===== src/sps_pkg.sv =====
package sps_pkg;

   // Depth of the command queue between the parser and the result sequencer.
   localparam int QueueDepth = 4;

   // Result event codes.
   localparam logic [2:0] EV_REPLY = 3'd0;
   localparam logic [2:0] EV_ADDR  = 3'd1;
   localparam logic [2:0] EV_CONN  = 3'd2;
   localparam logic [2:0] EV_DATA  = 3'd3;
   localparam logic [2:0] EV_CLOSE = 3'd4;

   // Command codes handed from the parser to the sequencer.
   localparam logic [2:0] CMD_SINGLE      = 3'd0;
   localparam logic [2:0] CMD_CLOSE       = 3'd1;
   localparam logic [2:0] CMD_GREET       = 3'd2;
   localparam logic [2:0] CMD_REPLY_CLOSE = 3'd3;
   localparam logic [2:0] CMD_REPLY_CONN  = 3'd4;

   // Reply status codes.
   localparam logic [7:0] REP_SUCCESS     = 8'd0;
   localparam logic [7:0] REP_CMD_FAIL    = 8'd7;
   localparam logic [7:0] REP_ATYP_FAIL   = 8'd8;

   localparam logic [7:0] SOCKS_VERSION   = 8'd5;

   typedef struct packed {
      logic [2:0]  op;
      logic [2:0]  ev;
      logic [7:0]  data;
      logic [15:0] port;
      logic [1:0]  atype;
      logic [7:0]  alen;
   } cmd_type;

endpackage


===== src/sps_front.sv =====
module sps_front (
   input  logic               clock,
   input  logic               reset,
   input  logic               accept,
   input  logic               kind,
   input  logic [7:0]         rx_byte,
   input  logic [8:0]         name_capacity,
   output logic               push,
   output sps_pkg::cmd_type   cmd
);
   import sps_pkg::*;

   localparam logic [2:0] PH_G_VER   = 3'd0;
   localparam logic [2:0] PH_G_NMETH = 3'd1;
   localparam logic [2:0] PH_G_METH  = 3'd2;
   localparam logic [2:0] PH_HDR     = 3'd3;
   localparam logic [2:0] PH_DLEN    = 3'd4;
   localparam logic [2:0] PH_ADDR    = 3'd5;
   localparam logic [2:0] PH_PORT    = 3'd6;
   localparam logic [2:0] PH_DATA    = 3'd7;

   localparam logic [7:0] ATYP_IPV4   = 8'd1;
   localparam logic [7:0] ATYP_DOMAIN = 8'd3;
   localparam logic [7:0] ATYP_IPV6   = 8'd4;
   localparam logic [7:0] CMD_CONNECT = 8'd1;

   logic [2:0]  phase_ff, phase_in;
   logic        version_ok_ff, version_ok_in;
   logic        header_ok_ff, header_ok_in;
   logic [7:0]  remaining_ff, remaining_in;
   logic [1:0]  addr_kind_ff, addr_kind_in;
   logic [7:0]  addr_count_ff, addr_count_in;
   logic        name_too_long_ff, name_too_long_in;
   logic [15:0] port_value_ff, port_value_in;
   logic        closed_ff, closed_in;

   logic [7:0]  rem_dec;
   logic [15:0] port_next;

   assign rem_dec   = remaining_ff - 8'd1;
   assign port_next = {port_value_ff[7:0], rx_byte};

   always_comb begin
      phase_in         = phase_ff;
      version_ok_in    = version_ok_ff;
      header_ok_in     = header_ok_ff;
      remaining_in     = remaining_ff;
      addr_kind_in     = addr_kind_ff;
      addr_count_in    = addr_count_ff;
      name_too_long_in = name_too_long_ff;
      port_value_in    = port_value_ff;
      closed_in        = closed_ff;
      push             = 1'b0;
      cmd              = '0;

      if (accept && !closed_ff) begin
         if (kind) begin
            push      = 1'b1;
            cmd.op    = CMD_CLOSE;
            closed_in = 1'b1;
         end else begin
            unique case (phase_ff)
               PH_G_VER: begin
                  version_ok_in = (rx_byte == SOCKS_VERSION);
                  phase_in      = PH_G_NMETH;
               end
               PH_G_NMETH: begin
                  if (!version_ok_ff) begin
                     push      = 1'b1;
                     cmd.op    = CMD_CLOSE;
                     closed_in = 1'b1;
                  end else if (rx_byte == 8'd0) begin
                     push         = 1'b1;
                     cmd.op       = CMD_GREET;
                     phase_in     = PH_HDR;
                     remaining_in = 8'd0;
                     header_ok_in = 1'b0;
                  end else begin
                     remaining_in = rx_byte;
                     phase_in     = PH_G_METH;
                  end
               end
               PH_G_METH: begin
                  remaining_in = rem_dec;
                  if (rem_dec == 8'd0) begin
                     push         = 1'b1;
                     cmd.op       = CMD_GREET;
                     phase_in     = PH_HDR;
                     header_ok_in = 1'b0;
                  end
               end
               PH_HDR: begin
                  if (remaining_ff == 8'd0) begin
                     header_ok_in = (rx_byte == SOCKS_VERSION);
                     remaining_in = 8'd1;
                  end else if (remaining_ff == 8'd1) begin
                     header_ok_in = header_ok_ff && (rx_byte == CMD_CONNECT);
                     remaining_in = 8'd2;
                  end else if (remaining_ff == 8'd2) begin
                     remaining_in = 8'd3;
                  end else begin
                     // Address type byte: the whole header is judged here.
                     name_too_long_in = 1'b0;
                     addr_count_in    = 8'd0;
                     port_value_in    = 16'd0;
                     if (!header_ok_ff) begin
                        push      = 1'b1;
                        cmd.op    = CMD_REPLY_CLOSE;
                        cmd.data  = REP_CMD_FAIL;
                        closed_in = 1'b1;
                     end else if (rx_byte == ATYP_IPV4) begin
                        addr_kind_in = 2'd0;
                        remaining_in = 8'd4;
                        phase_in     = PH_ADDR;
                     end else if (rx_byte == ATYP_DOMAIN) begin
                        addr_kind_in = 2'd1;
                        phase_in     = PH_DLEN;
                     end else if (rx_byte == ATYP_IPV6) begin
                        addr_kind_in = 2'd2;
                        remaining_in = 8'd16;
                        phase_in     = PH_ADDR;
                     end else begin
                        push      = 1'b1;
                        cmd.op    = CMD_REPLY_CLOSE;
                        cmd.data  = REP_ATYP_FAIL;
                        closed_in = 1'b1;
                     end
                  end
               end
               PH_DLEN: begin
                  name_too_long_in = ({1'b0, rx_byte} >= name_capacity);
                  remaining_in     = rx_byte;
                  addr_count_in    = 8'd0;
                  if (rx_byte == 8'd0) begin
                     remaining_in = 8'd2;
                     phase_in     = PH_PORT;
                  end else begin
                     phase_in = PH_ADDR;
                  end
               end
               PH_ADDR: begin
                  if (!name_too_long_ff) begin
                     push          = 1'b1;
                     cmd.op        = CMD_SINGLE;
                     cmd.ev        = EV_ADDR;
                     cmd.data      = rx_byte;
                     cmd.atype     = addr_kind_ff;
                     addr_count_in = addr_count_ff + 8'd1;
                  end
                  remaining_in = rem_dec;
                  if (rem_dec == 8'd0) begin
                     remaining_in  = 8'd2;
                     port_value_in = 16'd0;
                     phase_in      = PH_PORT;
                  end
               end
               PH_PORT: begin
                  port_value_in = port_next;
                  remaining_in  = rem_dec;
                  if (rem_dec == 8'd0) begin
                     push = 1'b1;
                     if (name_too_long_ff) begin
                        cmd.op    = CMD_CLOSE;
                        closed_in = 1'b1;
                     end else begin
                        cmd.op    = CMD_REPLY_CONN;
                        cmd.data  = REP_SUCCESS;
                        cmd.port  = port_next;
                        cmd.atype = addr_kind_ff;
                        cmd.alen  = addr_count_ff;
                        phase_in  = PH_DATA;
                     end
                  end
               end
               default: begin
                  push     = 1'b1;
                  cmd.op   = CMD_SINGLE;
                  cmd.ev   = EV_DATA;
                  cmd.data = rx_byte;
               end
            endcase
         end
      end
   end

   always_ff @(posedge clock) begin
      if (reset) begin
         phase_ff         <= PH_G_VER;
         version_ok_ff    <= 1'b0;
         header_ok_ff     <= 1'b0;
         remaining_ff     <= 8'd0;
         addr_kind_ff     <= 2'd0;
         addr_count_ff    <= 8'd0;
         name_too_long_ff <= 1'b0;
         port_value_ff    <= 16'd0;
         closed_ff        <= 1'b0;
      end else begin
         phase_ff         <= phase_in;
         version_ok_ff    <= version_ok_in;
         header_ok_ff     <= header_ok_in;
         remaining_ff     <= remaining_in;
         addr_kind_ff     <= addr_kind_in;
         addr_count_ff    <= addr_count_in;
         name_too_long_ff <= name_too_long_in;
         port_value_ff    <= port_value_in;
         closed_ff        <= closed_in;
      end
   end

endmodule


===== src/sps_cmd_queue.sv =====
module sps_cmd_queue #(
   parameter int DEPTH = sps_pkg::QueueDepth
) (
   input  logic               clock,
   input  logic               reset,
   input  logic               push,
   input  sps_pkg::cmd_type   push_cmd,
   input  logic               pop,
   output logic               head_valid,
   output sps_pkg::cmd_type   head_cmd,
   output logic               full
);
   import sps_pkg::*;

   localparam int PtrW = (DEPTH > 1) ? $clog2(DEPTH) : 1;
   localparam int CntW = $clog2(DEPTH + 1);
   localparam logic [PtrW-1:0] LastPtr = PtrW'(DEPTH - 1);
   localparam logic [CntW-1:0] FullCnt = CntW'(DEPTH);

   cmd_type         entry_ff [DEPTH];
   logic [PtrW-1:0] wr_ptr_ff, wr_ptr_in;
   logic [PtrW-1:0] rd_ptr_ff, rd_ptr_in;
   logic [CntW-1:0] count_ff, count_in;
   logic            do_push, do_pop;

   assign full       = (count_ff == FullCnt);
   assign head_valid = (count_ff != '0);
   assign head_cmd   = entry_ff[rd_ptr_ff];
   assign do_push    = push && !full;
   assign do_pop     = pop && head_valid;

   always_comb begin
      wr_ptr_in = wr_ptr_ff;
      rd_ptr_in = rd_ptr_ff;
      count_in  = count_ff;
      if (do_push) begin
         wr_ptr_in = (wr_ptr_ff == LastPtr) ? '0 : wr_ptr_ff + 1'b1;
      end
      if (do_pop) begin
         rd_ptr_in = (rd_ptr_ff == LastPtr) ? '0 : rd_ptr_ff + 1'b1;
      end
      if (do_push && !do_pop) begin
         count_in = count_ff + 1'b1;
      end else if (do_pop && !do_push) begin
         count_in = count_ff - 1'b1;
      end
   end

   always_ff @(posedge clock) begin
      if (do_push) begin
         entry_ff[wr_ptr_ff] <= push_cmd;
      end
   end

   always_ff @(posedge clock) begin
      if (reset) begin
         wr_ptr_ff <= '0;
         rd_ptr_ff <= '0;
         count_ff  <= '0;
      end else begin
         wr_ptr_ff <= wr_ptr_in;
         rd_ptr_ff <= rd_ptr_in;
         count_ff  <= count_in;
      end
   end

endmodule


===== src/sps_back.sv =====
module sps_back (
   input  logic               clock,
   input  logic               reset,
   input  logic               cmd_valid,
   input  sps_pkg::cmd_type   cmd,
   output logic               cmd_pop,
   output logic               rsp_tvalid,
   input  logic               rsp_tready,
   output logic [2:0]         rsp_event,
   output logic [7:0]         rsp_byte,
   output logic [15:0]        rsp_port,
   output logic [1:0]         rsp_atype,
   output logic [7:0]         rsp_alen,
   output logic               rsp_tlast
);
   import sps_pkg::*;

   // Ten reply bytes, then the trailing close or connect item.
   localparam logic [3:0] TailIdx = 4'd10;

   logic [3:0]  idx_ff, idx_in;
   logic        valid_ff, valid_in;
   logic [2:0]  event_ff, event_in;
   logic [7:0]  byte_ff, byte_in;
   logic [15:0] port_ff, port_in;
   logic [1:0]  atype_ff, atype_in;
   logic [7:0]  alen_ff, alen_in;
   logic        last_ff, last_in;
   logic        load;
   logic [7:0]  reply_byte;

   assign load = cmd_valid && (!valid_ff || rsp_tready);

   always_comb begin
      case (idx_ff)
         4'd0:    reply_byte = SOCKS_VERSION;
         4'd1:    reply_byte = cmd.data;
         4'd3:    reply_byte = 8'd1;
         default: reply_byte = 8'd0;
      endcase
   end

   always_comb begin
      event_in = EV_REPLY;
      byte_in  = 8'd0;
      port_in  = 16'd0;
      atype_in = 2'd0;
      alen_in  = 8'd0;
      last_in  = 1'b1;
      unique case (cmd.op) inside
         CMD_SINGLE: begin
            event_in = cmd.ev;
            byte_in  = cmd.data;
            atype_in = cmd.atype;
         end
         CMD_CLOSE: begin
            event_in = EV_CLOSE;
         end
         CMD_GREET: begin
            byte_in = (idx_ff == 4'd0) ? SOCKS_VERSION : 8'd0;
            last_in = (idx_ff == 4'd1);
         end
         CMD_REPLY_CLOSE, CMD_REPLY_CONN: begin
            last_in = (idx_ff == TailIdx);
            if (idx_ff != TailIdx) begin
               byte_in = reply_byte;
            end else if (cmd.op == CMD_REPLY_CLOSE) begin
               event_in = EV_CLOSE;
            end else begin
               event_in = EV_CONN;
               port_in  = cmd.port;
               atype_in = cmd.atype;
               alen_in  = cmd.alen;
            end
         end
         default: begin
            event_in = EV_CLOSE;
         end
      endcase
   end

   assign cmd_pop = load && last_in;

   always_comb begin
      valid_in = valid_ff;
      idx_in   = idx_ff;
      if (load) begin
         valid_in = 1'b1;
         idx_in   = last_in ? 4'd0 : idx_ff + 4'd1;
      end else if (rsp_tready) begin
         valid_in = 1'b0;
      end
   end

   always_ff @(posedge clock) begin
      if (reset) begin
         valid_ff <= 1'b0;
         idx_ff   <= 4'd0;
      end else begin
         valid_ff <= valid_in;
         idx_ff   <= idx_in;
      end
   end

   always_ff @(posedge clock) begin
      if (load) begin
         event_ff <= event_in;
         byte_ff  <= byte_in;
         port_ff  <= port_in;
         atype_ff <= atype_in;
         alen_ff  <= alen_in;
         last_ff  <= last_in;
      end
   end

   assign rsp_tvalid = valid_ff;
   assign rsp_event  = event_ff;
   assign rsp_byte   = byte_ff;
   assign rsp_port   = port_ff;
   assign rsp_atype  = atype_ff;
   assign rsp_alen   = alen_ff;
   assign rsp_tlast  = last_ff;

endmodule


===== src/socks5_handshake_parser_unit.sv =====
// Channel   Direction  Handshake                Payload
// req       in         req_tvalid/req_tready    tuser: kind, tdata: rx_byte
// rsp       out        rsp_tvalid/rsp_tready    tuser: event_res, tdata: reply fields, tlast
// csr       in         csr_valid/csr_ready      name_capacity (9 bits)
//
// One client byte is taken every cycle while the command queue has room.
// Each byte becomes at most one command; the sequencer turns a command into one
// result per cycle while rsp_tready is high, so a reply burst occupies it until
// its last result and the queue fills meanwhile. Reset is synchronous and active
// high and returns the parser to the greeting; name_capacity resets to 256.
// The csr channel is always ready.
module socks5_handshake_parser_unit #(
   parameter int QUEUE_DEPTH = sps_pkg::QueueDepth
) (
   input  logic        clock,
   input  logic        reset,
   input  logic        req_tvalid,
   output logic        req_tready,
   input  logic [7:0]  req_tdata,   // [7:0] rx_byte
   input  logic [0:0]  req_tuser,   // [0] kind
   output logic        rsp_tvalid,
   input  logic        rsp_tready,
   // [7:0] out_byte, [23:8] dest_port, [25:24] addr_type, [33:26] addr_length,
   // [39:34] zero
   output logic [39:0] rsp_tdata,
   output logic [2:0]  rsp_tuser,   // [2:0] event_res
   output logic        rsp_tlast,
   input  logic        csr_valid,
   output logic        csr_ready,
   input  logic [8:0]  csr_data
);
   import sps_pkg::*;

   logic [8:0]  name_capacity_ff;
   logic        req_accept;
   logic        q_full;
   logic        q_push;
   cmd_type     q_push_cmd;
   logic        q_valid;
   cmd_type     q_head;
   logic        q_pop;
   logic [7:0]  out_byte;
   logic [15:0] out_port;
   logic [1:0]  out_atype;
   logic [7:0]  out_alen;

   assign csr_ready  = 1'b1;
   assign req_tready = !q_full;
   assign req_accept = req_tvalid && req_tready;

   always_ff @(posedge clock) begin
      if (reset) begin
         name_capacity_ff <= 9'd256;
      end else if (csr_valid && csr_ready) begin
         name_capacity_ff <= csr_data;
      end
   end

   sps_front u_front (
      .clock         (clock),
      .reset         (reset),
      .accept        (req_accept),
      .kind          (req_tuser[0]),
      .rx_byte       (req_tdata),
      .name_capacity (name_capacity_ff),
      .push          (q_push),
      .cmd           (q_push_cmd)
   );

   sps_cmd_queue #(
      .DEPTH (QUEUE_DEPTH)
   ) u_queue (
      .clock      (clock),
      .reset      (reset),
      .push       (q_push),
      .push_cmd   (q_push_cmd),
      .pop        (q_pop),
      .head_valid (q_valid),
      .head_cmd   (q_head),
      .full       (q_full)
   );

   sps_back u_back (
      .clock      (clock),
      .reset      (reset),
      .cmd_valid  (q_valid),
      .cmd        (q_head),
      .cmd_pop    (q_pop),
      .rsp_tvalid (rsp_tvalid),
      .rsp_tready (rsp_tready),
      .rsp_event  (rsp_tuser),
      .rsp_byte   (out_byte),
      .rsp_port   (out_port),
      .rsp_atype  (out_atype),
      .rsp_alen   (out_alen),
      .rsp_tlast  (rsp_tlast)
   );

   assign rsp_tdata = {6'd0, out_alen, out_atype, out_port, out_byte};

endmodule


===== config.mk =====
export PLATFORM = sky130hd
export DESIGN_NAME = socks5_handshake_parser_unit
export DESIGN_NICKNAME = d
export VERILOG_FILES = /design/src/sps_pkg.sv /design/src/sps_front.sv /design/src/sps_cmd_queue.sv /design/src/sps_back.sv /design/src/socks5_handshake_parser_unit.sv
export SDC_FILE = /design/constraint.sdc
export NUM_CORES = 1
export LEC_CHECK = 0
export ABC_AREA = 1
export BUFFER_PORTS_ARGS = -buffer_cell sky130_fd_sc_hd__buf_2
export CAP_MARGIN = 20
export CORE_MARGIN = 4
export CORE_UTILIZATION = 61
export DETAILED_ROUTE_END_ITERATION = 8
export GPL_ROUTABILITY_DRIVEN = 0
export PLACE_DENSITY = 0.85
export RECOVER_POWER = 100
export SYNTH_ARGS = -nofsm -noshare
export SYNTH_HDL_FRONTEND = slang
export SYNTH_SLANG_ARGS = --single-unit
export TNS_END_PERCENT = 10

===== constraint.sdc =====
create_clock -name clock -period 4.7 [get_ports clock]
set_clock_uncertainty 0.2 [all_clocks]
set_input_delay 0.94 -clock clock [delete_from_list [all_inputs] [get_ports clock]]
set_output_delay 0.94 -clock clock [all_outputs]
set_load 0.01 [all_outputs]

### After elaboration in Yosys (flattened, before gate mapping)

Memory sizes are Yosys's and may differ from the RTL's. A register that Yosys moved wholly into a read port is not among the register bits.
Index checks and enable logic that the tools add are counted.

* register bits: 92
* memory bits (writable): 160
* bits of input ports: 23
* output and inout port bits: 47
* memories: 1

Memories
* u_queue.entry_ff: words 4, bits a word 40, read ports 1, clocked after memory_dff 1, wr ports 1, RTL line sps_cmd_queue.sv:20 `cmd_type entry_ff [DEPTH];`

* $add $sub $neg: 7
* $lt $le $gt $ge: 1
* eq/ne operators: 47
* muxes and demuxes: 130
* bitwise operators: 5
* reductions and logical operators: 47

Operators by type and width (number)
* 2-to-1 mux 8 bit: 27
* case mux 8 bit (3 select lines): 4
* 2-to-1 mux 3 bit: 27
* 2-to-1 mux 40 bit: 1
* case mux 8 bit (5 select lines): 1
* 2-to-1 mux 1 bit: 37
* 2-to-1 mux 37 bit: 1
* 2-to-1 mux 34 bit: 1
* case mux 8 bit (4 select lines): 1
* 2-to-1 mux 2 bit: 14
* AND reduction 7 bit: 4
* 2-to-1 mux 26 bit: 1
* zero test 8 bit: 3
* case mux 3 bit (7 select lines): 1
* == test 8 x 1 -> 1 bit (second input constant): 2
* == test 8 x 2 -> 1 bit (second input constant): 2
* == test 8 x 3 -> 1 bit (second input constant): 2
* 2-to-1 mux 16 bit: 1
* != test 4 bit (second input constant): 4
* == test 3 bit (second input constant): 5
* case mux 3 bit (5 select lines): 1
* nonzero test 3 bit: 5
* AND reduction 13 bit: 1
* == test 3 x 2 -> 1 bit (second input constant): 4
* 46 further kinds: 87

### Depth between registers and ports, before layout

* depth after elaboration: 16
* depth in mapped cells: 20
* gate-level depth less buffers: 19

### Cells and area by module

Synthesis repeated with hierarchy kept, for this count alone.

* cell total of the unflattened synthesis: 1182
* area total of the unflattened synthesis: 11738.8 um^2

By module, submodules not included
* sps_cmd_queue: times used 1, cells each 457, area an instance 6557.5 um^2
* sps_front: times used 1, cells each 470, area an instance 2860.2 um^2
* sps_back: times used 1, cells each 187, area an instance 1868.0 um^2
* socks5_handshake_parser_unit: times used 1, cells each 68, area an instance 452.9 um^2

### Worst setup path before layout

No wires, ideal clock.

* path kind: input port to flip-flop
* start point: in req_tdata[2]
* end point: mem u_queue.entry_ff[3][0] (netlist name), enable pin
* library setup time: 435 ps
* arrival: 3477 ps
* path slack: 588 ps
* cell stages on the path: 8
* path buffers: 0
* path through: nor2_1 -> inv_1 -> nor3_1 -> and2_1 -> nor3_1 -> nand3_2 -> nand2_2 -> nor2_1

* word-level cells in the longest chain between the ends: 14
* elaborated cells on any way between the ends: 19
* those cells by class: eq/ne (3); mux (14); reduce/logical (2)

RTL lines
* start, declared: RTL line socks5_handshake_parser_unit.sv:19 `input logic [7:0] req_tdata,`
* == test 8 x 3 -> 1 bit: RTL line sps_front.sv:118 `end else if (rx_byte == ATYP_IPV6) begin`
* 2-to-1 mux 1 bit: RTL line sps_front.sv:118
* 2-to-1 mux 1 bit: RTL line sps_front.sv:115 `end else if (rx_byte == ATYP_DOMAIN) begin`
* 2-to-1 mux 1 bit: RTL line sps_front.sv:111 `end else if (rx_byte == ATYP_IPV4) begin`
* 2-to-1 mux 1 bit: RTL line sps_front.sv:106 `if (!header_ok_ff) begin`
* 2-to-1 mux 1 bit: RTL line sps_front.sv:99 `end else if (remaining_ff == 8'd2) begin`
* 2-to-1 mux 1 bit: RTL line sps_front.sv:96 `end else if (remaining_ff == 8'd1) begin`
* 2-to-1 mux 1 bit: RTL line sps_front.sv:93 `if (remaining_ff == 8'd0) begin`
* case mux 1 bit (5 select lines) *: RTL line sps_front.sv:62 `unique case (phase_ff)`
* 2-to-1 mux 1 bit *: RTL line sps_front.sv:57 `if (kind) begin`
* 2-to-1 mux 1 bit *: RTL line sps_front.sv:56 `if (accept && !closed_ff) begin`
* logical AND 1 bit *: RTL line sps_cmd_queue.sv:29 `assign do_push = push && !full;`
* 2-to-1 mux 1 bit *: RTL line sps_cmd_queue.sv:50 `if (do_push) begin`
* 2-to-1 mux 1 bit (not written as such) *: RTL line sps_cmd_queue.sv:51 `entry_ff[wr_ptr_ff] <= push_cmd;`
* end, declared: RTL line sps_cmd_queue.sv:20

Every way passes the cells marked *; elsewhere a longest branch is shown, timed or not.

==> flow_summary.toml <==
[min_path]
hp-class = "reg -> reg"
holdCritStartpoint = "u_front.closed_ff$_SDFFE_PP0P_"

[power]
power_density_mw_per_mm2 = 527
p_leak_nw = 4.72
ir_drop_mv = 0.309
power_mw = 6.60

[synthesis]
synth_area_per_cell_um2 = 10.0
synth_edf_count = 194
syn-cell-area_mm2 = 0.0113
synthMuxAreaShare = 0
synth_fa_ha_area_frac = 0.0283
synth_compound_area_frac = 0.105
synthTopCellsByCount = "nor2_1 (239), edfxtp_1 (194), nand2_1 (119)"
synth-async-reset-ratio = 0
synth-seq-cells = 250
synth_top_family_by_area = "simple AND/OR/NAND/NOR gates"
yosys-top-cells-area = "edfxtp_1 (52%), dfxtp_1 (9.9%), nor2_1 (7.9%)"
yosys_warnings = 0
ys_types = 52
synth_area_leader_cell = "edfxtp_1"
synth_sequential_area_ratio = 0.614
ys.flop_type = "edfxtp_1"
synth-xor-area-share = 0.00387
synth_top_area_share = 0.515
synth_cells = 1131
synth.most_common_cell = "nor2_1"
synth-simple-area-share = 0.193

[clocking]
numCtsBuffers = 25
cts-resized-gates = 0
postCtsHoldBufs = 0
clkTransAtPathRegs_ns = 0.06
clk_latency_ns = 0.53
cts_tree = "yes"
post_cts_buffers = 0
clk_path_buf_depth = 3
h-tree-depth = 1
cts_num_sinks = 250
cts-root-buf = "clkbuf_16"

[run]
max_cap_violations = 1

[die]
rows = 49
core_mm2 = 0.0181
chipHeight_um = 144
dieArea_mm2 = 0.0208
io_pins = 70
die_w_um = 144
start_util = 0.625

[final_layout]
fin_util = 0.692
final_area_mm2 = 0.0125
layoutNonFillerInstCount = 1437
drive_above_1_share = 0.0977
nets = 1238
area_growth_pct = 10.7
insertedDiodeCount = 0

[sta]
whs_ns = 0.268
slew_viol_final = 47
fin_crit_ns = 3.87
rsz0062_at_grt = "no"
finalHoldViolations = 0
worst_slew_pin_slew_ns = 2.42
setup_viol = 0
period_share = 0.823
slew-limit-headroom = -0.611
timing.fmax_mhz = 258
setup_slack_ns = 0.831
setup-tns-final_ns = 0

[setup_path]
critPathArrivalTime_ns = 4.06
cp_max_fo = 43
slowest_stage = "dfxtp_2"
crit_path_start_kind = "flip-flop"
setup.worst_path.class = "reg -> reg"
crit_top_cell = "nand2_1"
endpoint_kind = "flip-flop"
slowest_delay_ns = 0.72
critPathBufInv = 2
worst_ep_required_time_ns = 4.89
crit_chain = "inv_2 > nand2_1 > nand3_1 > nand2_1 > nand2_1 > nand2_1 > nand2_1 > o21ai_0 > nand2_2 > ha_1 > inv_1 > fa_1 > nor2_1 > nor2_1 > nand2_1 > o21ai_0 > a21oi_1"
cpLargestDelayFamily = "simple AND/OR/NAND/NOR gates"

[grt]
track_usage = 0.242
grt_max_degree = 49
grt_pass1_wl_mm = 39.8
gr-total-overflow = 0
grt_pass1_vias = 7963
grt_antenna_before_repair = 0

[place]
io_buffer_count = 62
dp_hpwl_mm = 16.1
dp_slack_ns = 1.06
placed_cell_area_mm2 = 0.0118
dp.cells = 1392

[outcome]
violations = "capacitance limit, slew limit"
status = "finished, violations left"

[route]
drtAntennaViolNets = 0
vias = 8388
wire_per_inst_um = 17.4
drt-pass1-iter-count = 6
drtIter0Drc = 759
drc_errors = 0
wl_mm = 25.0
viasPerCell = 5.84
[per-layer routing]
layer	vias up	track usage	wire length, um
li1	3971	-	-
met1	3870	0.324	10100
met2	461	0.403	12000
met3	86	0.0397	2180
met4	0	0.0918	809
met5	-	0	0
[state kept, by name, indices dropped and copies added, names as in the netlist, 2 cells and up, named ones only]
signal / flops
u_front.addr_kind_ff: 2
u_front.remaining_ff: 8
u_queue.entry_ff: 156
u_back.rsp_event: 3
u_back.rsp_atype: 2
u_front.addr_count_ff: 8
u_queue.count_ff: 3
u_back.rsp_alen: 8
u_back.idx_ff: 4
u_back.rsp_byte: 8
u_queue.rd_ptr_ff: 2
name_capacity_ff: 9
u_front.phase_ff: 3
u_front.port_value_ff: 8
u_queue.wr_ptr_ff: 2
u_back.rsp_port: 16
[report_power, final]
group	internal, mW	switching (mW)
clock	1.19	0.807
sequential	2.77	0.147
combinational	0.482	1.21
[path summary, 6_finish.rpt]
check,end,slack (ns),cells after the start
worst min-delay path,u_front.closed_ff$_SDFFE_PP0P_,0.27,2
worst max-delay path,u_queue.count_ff[2]$_SDFFE_PP0P_,0.83,17
worst min register to register,u_front.closed_ff$_SDFFE_PP0P_,0.27,2
worst max register to register,u_queue.count_ff[2]$_SDFFE_PP0P_,0.83,17
[cell type report]
type                    count  area [um^2]
multi-input cells         738         3700
well taps                 229          287
flip-flops and latches    250         6950
fillers                  1262         5570
clock inverters            12          141
inverters                 103          392
repair buffers             72          364
clock buffers              33          686
[kinds of logic after synthesis]
group,count (synthesis)
AO/OA/AOI/OAI,217
XOR/XNOR,5
adder cells (fa/ha/maj),25
buffers and inverters,148
flip-flops,250
other,2
AND/OR/NAND/NOR,484
[cell usage in the layout (no fill, tap or decap), drive strengths merged, types with 2 or more instances in the layout]
cell type	count
edfxtp	194
nor3	15
clkinv	5
clkbuf	77
or2	2
nand3	57
nor3b	2
nand4	16
inv	104
nor2	256
a221oi	2
bufinv	3
a211oi	5
ha	24
clkinvlp	3
o21bai	3
a21oi	81
nand3b	2
o21ai	112
nand2	132
a31oi	2
xor2	4
dfxtp	56
conb	7
o22ai	6
buf	28
[tightest hold or removal path, cell delays in order, from the launching register on]
cell and delay, ns:
dfxtp_1 0.30, inv_1 0.06, a21oi_1 0.06
Power figures use the tool's default switching activity.
